### config.mk
export PLATFORM = sky130hd
export DESIGN_NAME = dqs_cell
export DESIGN_NICKNAME = d
export VERILOG_FILES = /design/src/hw/rtl/dqs_pkg.sv /design/src/hw/rtl/dqs_cell.sv
export SDC_FILE = /design/constraint.sdc
export NUM_CORES = 1
export LEC_CHECK = 0
export BUFFER_PORTS_ARGS = -buffer_cell sky130_fd_sc_hd__buf_4
export CAP_MARGIN = 20
export CORE_MARGIN = 5
export CORE_UTILIZATION = 39
export DETAILED_ROUTE_END_ITERATION = 8
export GPL_TIMING_DRIVEN = 0
export PLACE_DENSITY = 0.78
export RECOVER_POWER = 25
export SETUP_SLACK_MARGIN = 0.15
export SYNTH_ARGS = -nofsm -noshare
export SYNTH_HDL_FRONTEND = slang
export SYNTH_SLANG_ARGS = --single-unit
### constraint.sdc
create_clock -name clk -period 2.3 [get_ports clk]
set_input_delay 0.115 -clock clk [delete_from_list [all_inputs] [get_ports clk]]
set_output_delay 0.115 -clock clk [all_outputs]
set_load 0.005 [all_outputs]
### src/hw/rtl/dqs_pkg.sv
package dqs_pkg;

    // Field widths of the request and result channels.
    localparam int DATA_W   = 32;
    localparam int REQ_W    = 3;
    localparam int STATUS_W = 2;

    // Default number of cells in the chain.
    localparam int DEPTH_DEF = 64;

    // Request codes.
    localparam logic [REQ_W-1:0] REQ_PUSH_FRONT = 3'd0;
    localparam logic [REQ_W-1:0] REQ_PUSH_BACK  = 3'd1;
    localparam logic [REQ_W-1:0] REQ_POP_FRONT  = 3'd2;
    localparam logic [REQ_W-1:0] REQ_POP_BACK   = 3'd3;
    localparam logic [REQ_W-1:0] REQ_DUMP       = 3'd4;

    // Result status codes.
    localparam logic [STATUS_W-1:0] STAT_OK    = 2'd0;
    localparam logic [STATUS_W-1:0] STAT_EMPTY = 2'd1;
    localparam logic [STATUS_W-1:0] STAT_FULL  = 2'd2;

    // Operation broadcast to every cell of the chain.
    typedef enum logic [2:0] {
        OP_HOLD       = 3'd0,
        OP_PUSH_FRONT = 3'd1,
        OP_PUSH_BACK  = 3'd2,
        OP_POP_FRONT  = 3'd3,
        OP_POP_BACK   = 3'd4,
        OP_MARK       = 3'd5,
        OP_ROTATE     = 3'd6
    } cell_op_t;

    typedef struct packed {
        cell_op_t                  op;
        logic signed [DATA_W-1:0]  value;
    } cell_ctrl_t;

endpackage

### src/hw/rtl/dqs_cell.sv
module dqs_cell (
    input  logic                              clk,
    input  logic                              rst_n,
    input  dqs_pkg::cell_ctrl_t               ctrl,
    input  logic signed [dqs_pkg::DATA_W-1:0] left_data,
    input  logic                              left_valid,
    input  logic signed [dqs_pkg::DATA_W-1:0] right_data,
    input  logic                              right_valid,
    input  logic                              right_tag,
    input  logic signed [dqs_pkg::DATA_W-1:0] head_data,
    input  logic                              head_tag,
    output logic signed [dqs_pkg::DATA_W-1:0] data,
    output logic                              valid,
    output logic                              tag,
    output logic                              is_tail
);

    logic signed [dqs_pkg::DATA_W-1:0] data_reg;
    logic signed [dqs_pkg::DATA_W-1:0] data_next;
    logic                              valid_reg;
    logic                              valid_next;
    logic                              tag_reg;
    logic                              tag_next;

    // This cell holds the back entry when it is occupied and its right neighbor is not.
    assign is_tail = valid_reg && !right_valid;

    // Next contents of the cell for the operation broadcast along the chain.
    always_comb
    begin
        data_next  = data_reg;
        valid_next = valid_reg;
        tag_next   = tag_reg;
        case (ctrl.op)
            dqs_pkg::OP_PUSH_FRONT:
            begin
                data_next  = left_data;
                valid_next = left_valid;
            end
            dqs_pkg::OP_PUSH_BACK:
            begin
                if (!valid_reg && left_valid)
                begin
                    data_next  = ctrl.value;
                    valid_next = 1'b1;
                end
            end
            dqs_pkg::OP_POP_FRONT:
            begin
                data_next  = right_data;
                valid_next = right_valid;
            end
            dqs_pkg::OP_POP_BACK:
            begin
                if (is_tail)
                begin
                    valid_next = 1'b0;
                end
            end
            dqs_pkg::OP_MARK:
            begin
                tag_next = is_tail;
            end
            dqs_pkg::OP_ROTATE:
            begin
                // The back cell takes the front entry, the other occupied cells shift toward the front.
                if (is_tail)
                begin
                    data_next = head_data;
                    tag_next  = head_tag;
                end
                else if (valid_reg)
                begin
                    data_next = right_data;
                    tag_next  = right_tag;
                end
            end
            default:
            begin
                data_next  = data_reg;
                valid_next = valid_reg;
                tag_next   = tag_reg;
            end
        endcase
    end

    // Occupancy and end-of-dump mark.
    always_ff @(posedge clk or negedge rst_n)
    begin
        if (!rst_n)
        begin
            valid_reg <= 1'b0;
            tag_reg   <= 1'b0;
        end
        else
        begin
            valid_reg <= valid_next;
            tag_reg   <= tag_next;
        end
    end

    // Stored value.
    always_ff @(posedge clk)
    begin
        data_reg <= data_next;
    end

    assign data  = data_reg;
    assign valid = valid_reg;
    assign tag   = tag_reg;

endmodule

==> results of run 1 <==
Yosys cell counts:
cell	number	area (um^2)
edfxtp_1	32	961
nor2_1	36	135
a21o_4	1	15.0
mux2_2	1	11.3
and2b_1	1	7.51
a22o_1	1	8.76
nand2b_2	1	8.76
a21o_1	1	7.51
dfrtp_1	2	50.1
a221oi_1	32	280
mux2i_1	2	20.0
nor2_4	1	11.3
buf_6	7	78.8
a21oi_1	34	170
nand2b_1	1	6.26
inv_1	2	7.51
and2_1	1	6.26
nand3b_4	1	20.0
buf_2	14	70.1
nand3_1	33	165
o221a_2	1	11.3
and2b_4	1	10.0
nand2_1	5	18.8
nor3_1	1	5.00
logic make-up after synthesis:
kind of cell           Yosys count  share of synthesized area
AOI/OAI and AO/OA               70                      0.236
buffers and inverters           23                     0.0750
DFF                             34                      0.485
muxes                            3                     0.0150
and+or+nand+nor                 82                      0.189
metal layers:
| metal | up-vias | part of all wire | track usage |
|---|---|---|---|
| li1 | 1179 | - | - |
| met1 | 1178 | 0.37 | 0.260 |
| met2 | 154 | 0.51 | 0.407 |
| met3 | 18 | 0.094 | 0.0663 |
| met4 | 0 | 0.021 | 0.0713 |
| met5 | - | 0 | 0 |
what timing repair did:
action	CTS	global route
hold buffers	1	0
resized for setup	0	0
hold endpoints to repair	2	0
critical path, delay by kind of cell, from the launching register on:
family          cells  cell delay, ns
flops               1            0.47
buf+inv             1            0.24
compound gates      2            0.69
simple gates        1            0.12
how the worst max path moves through the flow:
stage / startpoint / endpoint
floorplan: valid / data[0]
global placement: ctrl[33] / data[27]
detailed placement: ctrl[33] / data[27]
CTS: valid / data[1]
global route: valid / data[2]
finish: valid / data[24]
stage by stage:
stage               hold slack (ns)   util  worst slack [ns]  power [mW]  instance area (um^2)
floorplan                    -0.181      -             0.529       0.989                  2090
global placement             -0.101  0.671             0.109        1.31                  3450
detailed placement           -0.100  0.676             0.394        1.33                  3480
CTS                           0.135  0.704             0.456        1.98                  3620
global route                  0.138  0.699             0.354        2.06                  3590
finish                        0.143  0.699             0.475        1.96                  3590
final cells by class:
class,instances,area (um^2)
multi-input cells,155,918
inverters,2,7.51
repair buffers,172,1290
well taps,70,87.6
flip-flops and latches,34,1010
plain buffers,21,149
clock buffers,5,68.8
clock inverters,3,63.8
fillers,432,1550
report_power, final:
part,switching (mW),internal (mW)
clock,0.229,0.429
combinational,0.226,0.303
sequential,0.0197,0.753
==> impl_metrics.yaml, run 1 <==
timing:
  worstMarginPinSlew_ns: 0.674
  timing.fmax_ghz: 0.548
  slew_viol_final: 0
  slew_headroom: 0.551
  fin_crit_ns: 1.83
  rsz0062_at_grt: "false"
  tns_ns: 0
  setup_viol: 0
  finalCritPeriodShare: 0.794
  hold_viol_final: 0
  skew_ns: 0.00393
floorplanning:
  die_x_um: 83.1
  dieArea_mm2: 0.00691
  coreArea_mm2: 0.00514
  die_h_um: 83.1
  ios: 172
  row_count: 26
  start_util: 0.406
yosys:
  yosysWarnings: 0
  synth_nets: 349
  synth.avg_cell_area_um2: 9.84
  yosysUniqueCellTypes: 24
  synthCells: 212
  synth_seq_cells: 34
  netlist_area_mm2: 0.00209
  yosysSeqAreaShare: 0.485
critical_path:
  rr_startpoint: "valid"
  max_stage_delay_ns: 0.56
  worstPathRequired_ns: 2.29
  path_max_fanout: 19
  r2r_setup_slack_ns: 0.47
  cp-start-kind: "flop"
  worstPathCellList: "nor2_1, a22o_1, a21o_1, buf_16"
  worstRegToRegCells: 4
  cp.arrival_ns: 1.82
  cp_slowest_cell: "a21o_1"
  r2r-end: "data[24]"
  cp-end-kind: "flop"
  critical_path_class: "reg -> reg"
route:
  post-route-drc-count: 0
  wl_per_cell_um: 17.7
  antenna_left: 0
  vias: 2529
  firstDrtPassIters: 4
  avgViaCountPerCell: 5.47
  drt_wl_total_um: 8170
  drtIter0Drc: 159
cts:
  clk_latency_ns: 0.28
  cts_max_level: 2
  clockBufferDepth: 2
  cts_num_sinks: 34
  cts_setup_buffers: 0
  clk_pin_slew_ns: 0.07
  cts_tree: "yes"
  numCtsBuffers: 5
  cts_root_buffer: "clkbuf_8"
final_layout:
  antenna_cells: 0
  final_cell_mix: "146 x buf_4, 36 x nor2_1, 34 x a21oi_1, 33 x nand3_1"
  nNetsFinal: 528
  area_delta_synth_final_pct: 72.3
  largest_register_ffs: 32
  fin_cells: 462
  drive_above_1_share: 0.508
  final_common_cell: "buf_4"
grt:
  track_usage: 0.228
  grt_pass1_vias: 2583
  grt_pass1_wl_um: 12700
  antenna_found_initial: 0
  gr-total-overflow: 0
  grt_max_degree: 20
placed_design:
  dp_cells: 453
  portBuffers: 170
  dp_hpwl_um: 6310
  gp_congestion: 0.821
power_and_ir_drop:
  p_leak_nw: 1.61
  worst_ir_drop_vdd_mv: 0.383
  p_per_area_mw_per_mm2: 545
run:
  maxCapViolCount: 0
status:
  status: "complete, no violations"
hold_path:
  hold_class: "in -> async"
(Power assumes the default switching activity.)
==> run 2, diff against run 1 <==
--- a/config.mk
+++ b/config.mk
@@ -5,13 +5,14 @@
 export SDC_FILE = /design/constraint.sdc
 export NUM_CORES = 1
 export LEC_CHECK = 0
+export ABC_AREA = 1
 export BUFFER_PORTS_ARGS = -buffer_cell sky130_fd_sc_hd__buf_4
 export CAP_MARGIN = 20
 export CORE_MARGIN = 5
-export CORE_UTILIZATION = 39
+export CORE_UTILIZATION = 37
 export DETAILED_ROUTE_END_ITERATION = 8
 export GPL_TIMING_DRIVEN = 0
-export PLACE_DENSITY = 0.78
+export PLACE_DENSITY = 0.74
 export RECOVER_POWER = 25
 export SETUP_SLACK_MARGIN = 0.15
 export SYNTH_ARGS = -nofsm -noshare
==> constraint.sdc (replaced) <==
create_clock -name clk -period 1.5 [get_ports clk]
set_input_delay 0.075 -clock clk [delete_from_list [all_inputs] [get_ports clk]]
set_output_delay 0.075 -clock clk [all_outputs]
set_load 0.005 [all_outputs]
==> run 2 against run 1 <==
The run now ends with negative setup slack left. Sequential cell count did not move. Sequential power rose by 54%. Cell count rose by 35%. Clock power rose by 1%. Sequential share of layout area fell by 3.3 points. Count of clock-buffer cells in the layout rose by 1. Worst hold slack got worse by 0.062 ns. Core utilization fell by 5.0 points. Maximum frequency rose by 20%. Combinational power rose by 100%. Area after synthesis rose by 13%. Clock skew rose by 0.0052 ns. Largest cell class unchanged. Largest power group unchanged. Highest routed layer unchanged.
==> impl_metrics.yaml, run 2 <==
yosys:
  synth_top_family_by_area: "simple AND/OR/NAND/NOR gates"
  synth.avg_cell_area_um2: 6.70
  yosysSeqAreaShare: 0.430
  synth_fa_ha_area_frac: 0
  synth_seq_cells: 34
  synth.most_common_cell: "nand2_1"
  synthCells: 351
  synthMuxAreaShare: 0
  synth_area_leaders: "edfxtp_1 41%, nand2_1 38%, nand4_1 8.5%"
  synth_top_area_frac: 0.409
  synth_nets: 488
  synth_flop_cell: "edfxtp_1"
  synth-compound-area-share: 0.0112
  synthArstFlopShare: 0.0588
  netlist_area_mm2: 0.00235
  yosysUniqueCellTypes: 17
  synth-xor-area-share: 0
  synth_edf_count: 32
  synth_common_cells: "239 x nand2_1, 32 x edfxtp_1, 32 x nand4_1"
  synth_top_area_cell: "edfxtp_1"
  synthSimpleGateAreaFrac: 0.505
  yosysWarnings: 0
cts:
  clk_pin_slew_ns: 0.08
  clockBufferDepth: 2
  cts_max_level: 2
  cts_tree: "yes"
  numCtsBuffers: 5
  cts_num_sinks: 34
  cts_root_buffer: "clkbuf_8"
  clk_latency_ns: 0.29
critical_path:
  cp-start-kind: "flop"
  worstRegToRegCells: 6
  cp_slowest_cell: "dfrtp_2"
  rr_startpoint: "valid"
  path_max_fanout: 7
  worstPathCellList: "buf_6, buf_6, nor2_4, a211oi_4, buf_12, clkbuf_16"
  worstPathRequired_ns: 1.51
  cp-end-kind: "flop"
  max_stage_delay_ns: 0.39
  r2r-end: "data[1]"
  path_common_cell: "buf_6"
  r2r_setup_slack_ns: -0.02
  critical_path_class: "reg -> reg"
  cp.arrival_ns: 1.53
status:
  failed_checks: "negative setup slack"
  status: "complete, but fails checks"
hold_path:
  min_to: "data[18]"
  min_from: "left_data[18]"
  hold_class: "in -> reg"
  hold_depth: 3
route:
  drtIter0Drc: 167
  antenna_left: 0
  vias: 3096
  firstDrtPassIters: 4
  wl_per_cell_um: 15.3
  post-route-drc-count: 0
  avgViaCountPerCell: 4.98
  drt_wl_total_um: 9540
final_layout:
  largest_register_ffs: 32
  final_cell_mix: "235 x nand2_1, 161 x buf_4, 32 x nand4_1, 32 x edfxtp_1, 12 x buf_2"
  antenna_cells: 0
  nNetsFinal: 681
  final_common_cell: "nand2_1"
  area_delta_synth_final_pct: 73.2
  drive_above_1_share: 0.404
placed_design:
  portBuffers: 171
  gp_congestion: 0.809
  dp_hpwl_um: 7150
timing:
  fin_ws_ns: -0.0225
  hold_viol_final: 0
  timing.fmax_ghz: 0.657
  rsz0062_at_grt: "true"
  slew_headroom: 0.795
  tns_ns: -0.319
  slew_viol_final: 0
  setup_viol: 30
  skew_ns: 0.00911
  worstMarginPinSlew_ns: 0.306
  fin_crit_ns: 1.52
  finalCritPeriodShare: 1.02
grt:
  grt_pass1_vias: 3185
  track_usage: 0.226
  antenna_found_initial: 0
  grt_pass1_wl_um: 15300
  grt_max_degree: 16
  gr-total-overflow: 0
power_and_ir_drop:
  p_leak_nw: 2.04
  p_per_area_mw_per_mm2: 718
  worst_ir_drop_vdd_mv: 0.353
  p_total_mw: 2.93
floorplanning:
  die_h_um: 89.7
  row_count: 29
  start_util: 0.375
  ios: 172
  die_x_um: 89.7
  coreArea_mm2: 0.00628
  dieArea_mm2: 0.00805
run:
  maxCapViolCount: 0
run 2: cell families after synthesis:
group,count (synthesis)
flops,34
compound gates,4
simple gates,287
buf+inv,26
run 2: worst max-delay path: cells and delay by family, from the launching register on:
family / cells / cell delay, ns
AOI/OAI and AO/OA: 1 / 0.28
DFF: 1 / 0.39
buffers and inverters: 4 / 0.53
and+or+nand+nor: 1 / 0.03
run 2: metal layers:
layer,vias to the layer above,track usage,routed length (um)
li1,1525,-,-
met1,1405,0.268,3700
met2,150,0.391,4890
met3,16,0.0618,782
met4,0,0.0793,175
met5,-,0,0
run 2: report_power, final:
group | leakage, nW | switching (mW) | internal, mW
Combinational | 1.67 | 0.481 | 0.596
Sequential | 0.329 | 0.0262 | 1.16
Clock | 0.0426 | 0.346 | 0.319
Total | 2.04 | 0.853 | 2.07
run 2: layout make-up:
cell class | instances | area [um^2]
Tap cell | 77 | 96.3
Buffer | 18 | 124
Fill cell | 566 | 2200
Clock inverter | 2 | 8.76
Multi-Input combinational cell | 291 | 1250
Inverter | 8 | 30.0
Timing Repair Buffer | 186 | 1480
Sequential cell | 34 | 1010
Clock buffer | 6 | 72.6
run 2: how the worst max path moves through the flow:
stage | from | to | cells after the start
global placement | valid | data[5] | 3
global route | valid | is_tail | 5
detailed placement | valid | data[5] | 5
floorplan | valid | data[0] | 3
CTS | valid | data[22] | 5
finish | valid | data[1] | 6
run 2: what timing repair did:
action / in CTS / in global routing
setup buffers: 7 / 1
gates resized for setup: 15 / 11
hold buffers: 1 / 0
hold endpoints to repair: 2 / 0
pin swaps: 2 / 6
setup endpoints to repair: 61 / 67
gates cloned: 1 / 3
run 2: per-stage QoR:
| stage | util | cells | hold slack [ns] | area [um^2] | worst slack [ns] |
|---|---|---|---|---|---|
| 6_report | 0.649 | 622 | 0.0803 | 4080 | -0.0225 |
| 3_3_place_gp | 0.597 | 599 | -0.141 | 3740 | -0.838 |
| 4_1_cts | 0.636 | 618 | 0.0741 | 4000 | -0.00145 |
| 3_5_place_dp | 0.603 | 601 | -0.139 | 3790 | -0.162 |
| 5_1_grt | 0.649 | 622 | 0.0822 | 4080 | -0.0535 |
| 2_1_floorplan | - | 351 | -0.221 | 2360 | -0.400 |
==> run 3, diff against run 2 <==
--- a/config.mk
+++ b/config.mk
@@ -13,8 +13,9 @@
 export DETAILED_ROUTE_END_ITERATION = 8
 export GPL_TIMING_DRIVEN = 0
 export PLACE_DENSITY = 0.74
-export RECOVER_POWER = 25
+export RECOVER_POWER = 50
 export SETUP_SLACK_MARGIN = 0.15
+export SKIP_LAST_GASP = 1
 export SYNTH_ARGS = -nofsm -noshare
 export SYNTH_HDL_FRONTEND = slang
 export SYNTH_SLANG_ARGS = --single-unit
==> run 3 against run 2 <==
The flow still finishes with violations (negative setup slack). Highest routed layer unchanged. Critical path depth unchanged. Register-to-register slack about the same. Sequential power about the same. Total power down 1.3%.
==> impl_metrics.yaml, run 3 (same netlist as run 2, synthesis figures left out) <==
final_layout:
  fin_cells: 621
  final_core_util: 0.640
  final_common_cell: "nand2_1"
  nNetsFinal: 680
  largest_register_ffs: 32
  drive_above_1_share: 0.381
  seq_area_mm2: 0.00101
  antenna_cells: 0
  final_cell_mix: "238 x nand2_1, 143 x buf_4, 32 x nand4_1, 32 x edfxtp_1, 20 x clkbuf_4"
  n_fill_cell: 577
  area_delta_synth_final_pct: 70.7
  multiInputGateArea_mm2: 0.00124
critical_path:
  worstPathCellList: "buf_6, buf_6, nor2_4, a211oi_4, buf_12, clkbuf_16"
  cp.arrival_ns: 1.53
  worstPathRequired_ns: 1.51
  cp-start-kind: "flop"
  path_common_cell: "buf_6"
  max_stage_delay_ns: 0.39
  critical_path_class: "reg -> reg"
  cp_slowest_cell: "dfrtp_2"
  cp_num_buf_inv: 4
  cp-end-kind: "flop"
  path_max_fanout: 7
  cp_top_family: "buffers and inverters"
cts:
  cts_root_buffer: "clkbuf_8"
  clockBufferDepth: 2
  cts_tree: "yes"
  cts_num_sinks: 34
  cts_max_level: 2
  clk_pin_slew_ns: 0.08
  clk_latency_ns: 0.29
  numCtsBuffers: 5
status:
  status: "complete, but fails checks"
  failed_checks: "negative setup slack"
timing:
  whs_ns: 0.0780
  slew_viol_final: 0
  rsz0062_at_grt: "true"
  skew_ns: 0.00939
  hold_viol_final: 0
  setup_viol: 30
  timing.fmax_ghz: 0.657
  fin_crit_ns: 1.52
  worstMarginPinSlew_ns: 0.258
  fin_ws_ns: -0.0218
  finalCritPeriodShare: 1.01
  slew_headroom: 0.827
floorplanning:
  ios: 172
  coreArea_mm2: 0.00628
  row_count: 29
  die_h_um: 89.7
  start_util: 0.375
  die_x_um: 89.7
  dieArea_mm2: 0.00805
power_and_ir_drop:
  p_leak_nw: 2.00
  worst_ir_drop_vdd_mv: 0.349
  p_total_mw: 2.89
  p_per_area_mw_per_mm2: 720
route:
  drt_wl_total_um: 9470
  post-route-drc-count: 0
  avgViaCountPerCell: 4.97
  vias: 3088
  antenna_left: 0
  drtIter0Drc: 143
  firstDrtPassIters: 4
  wl_per_cell_um: 15.2
grt:
  antenna_found_initial: 0
  grt_pass1_wl_um: 15300
  grt.busiest_layer: "met2"
  grt_use_met1: 0.268
  track_usage: 0.226
  grt_pass1_vias: 3187
  gr-total-overflow: 0
  met2_usage: 0.395
  met3_usage: 0.0609
  grt_max_degree: 16
placed_design:
  portBuffers: 171
  dp_hpwl_um: 7150
  gp_congestion: 0.809
  dp_cells: 601
  place_ws_ns: -0.162
hold_path:
  hold_class: "in -> reg"
run:
  maxCapViolCount: 0
run 3: repair_timing:
item / in CTS / in global routing
cloned: 1 / 2
gates resized for setup: 14 / 5
endpoints found under the setup margin: 61 / 67
endpoints found under the hold margin: 2 / 0
pin swaps: 2 / 3
setup buffers: 7 / 1
hold buffers: 1 / 0
run 3: area by class of cell:
class | count | share of cell area
timing repair buffer | 185 | 0.356
multi-input combinational | 291 | 0.309
sequential | 34 | 0.252
buffer | 18 | 0.0309
tap | 77 | 0.0240
clock buffer | 6 | 0.0181
inverter | 8 | 0.00748
clock inverter | 2 | 0.00218
run 3: metrics by stage:
stage / TNS (ns) / instance area [um^2]
after floorplan: -12.79 / 2360
after global placement: -26.77 / 3740
after detailed placement: -2.42 / 3790
after CTS: -0.0161 / 3990
after global routing: -1.37 / 4020
final: -0.324 / 4020
run 3: worst paths after layout:
kind	from	to	slack, ns	cells past startpoint
min in group asynchronous	rst_n	tag	0.10	2
hold / removal	left_data[2]	data[2]	0.08	3
setup / recovery	valid	data[1]	-0.02	6
max in group asynchronous	rst_n	valid	1.26	2
hold reg to reg	tag	tag	0.51	2
setup reg to reg	valid	data[1]	-0.02	6
run 3: power by group:
| group | switching (mW) | internal (mW) | total [mW] |
|---|---|---|---|
| sequential | 0.0255 | 1.16 | 1.18 |
| combinational | 0.474 | 0.568 | 1.04 |
| clock | 0.343 | 0.319 | 0.662 |
run 3: tightest hold or removal path: cells and delay by family:
family | cells | cell delay, ns
and+or+nand+nor | 2 | 0.11
buffers and inverters | 1 | 0.08
run 3: routing by layer:
metal,wire [um],vias up
met3,714,12
met2,4810,139
met4,144,0
li1,-,1526
met5,0,-
met1,3800,1411
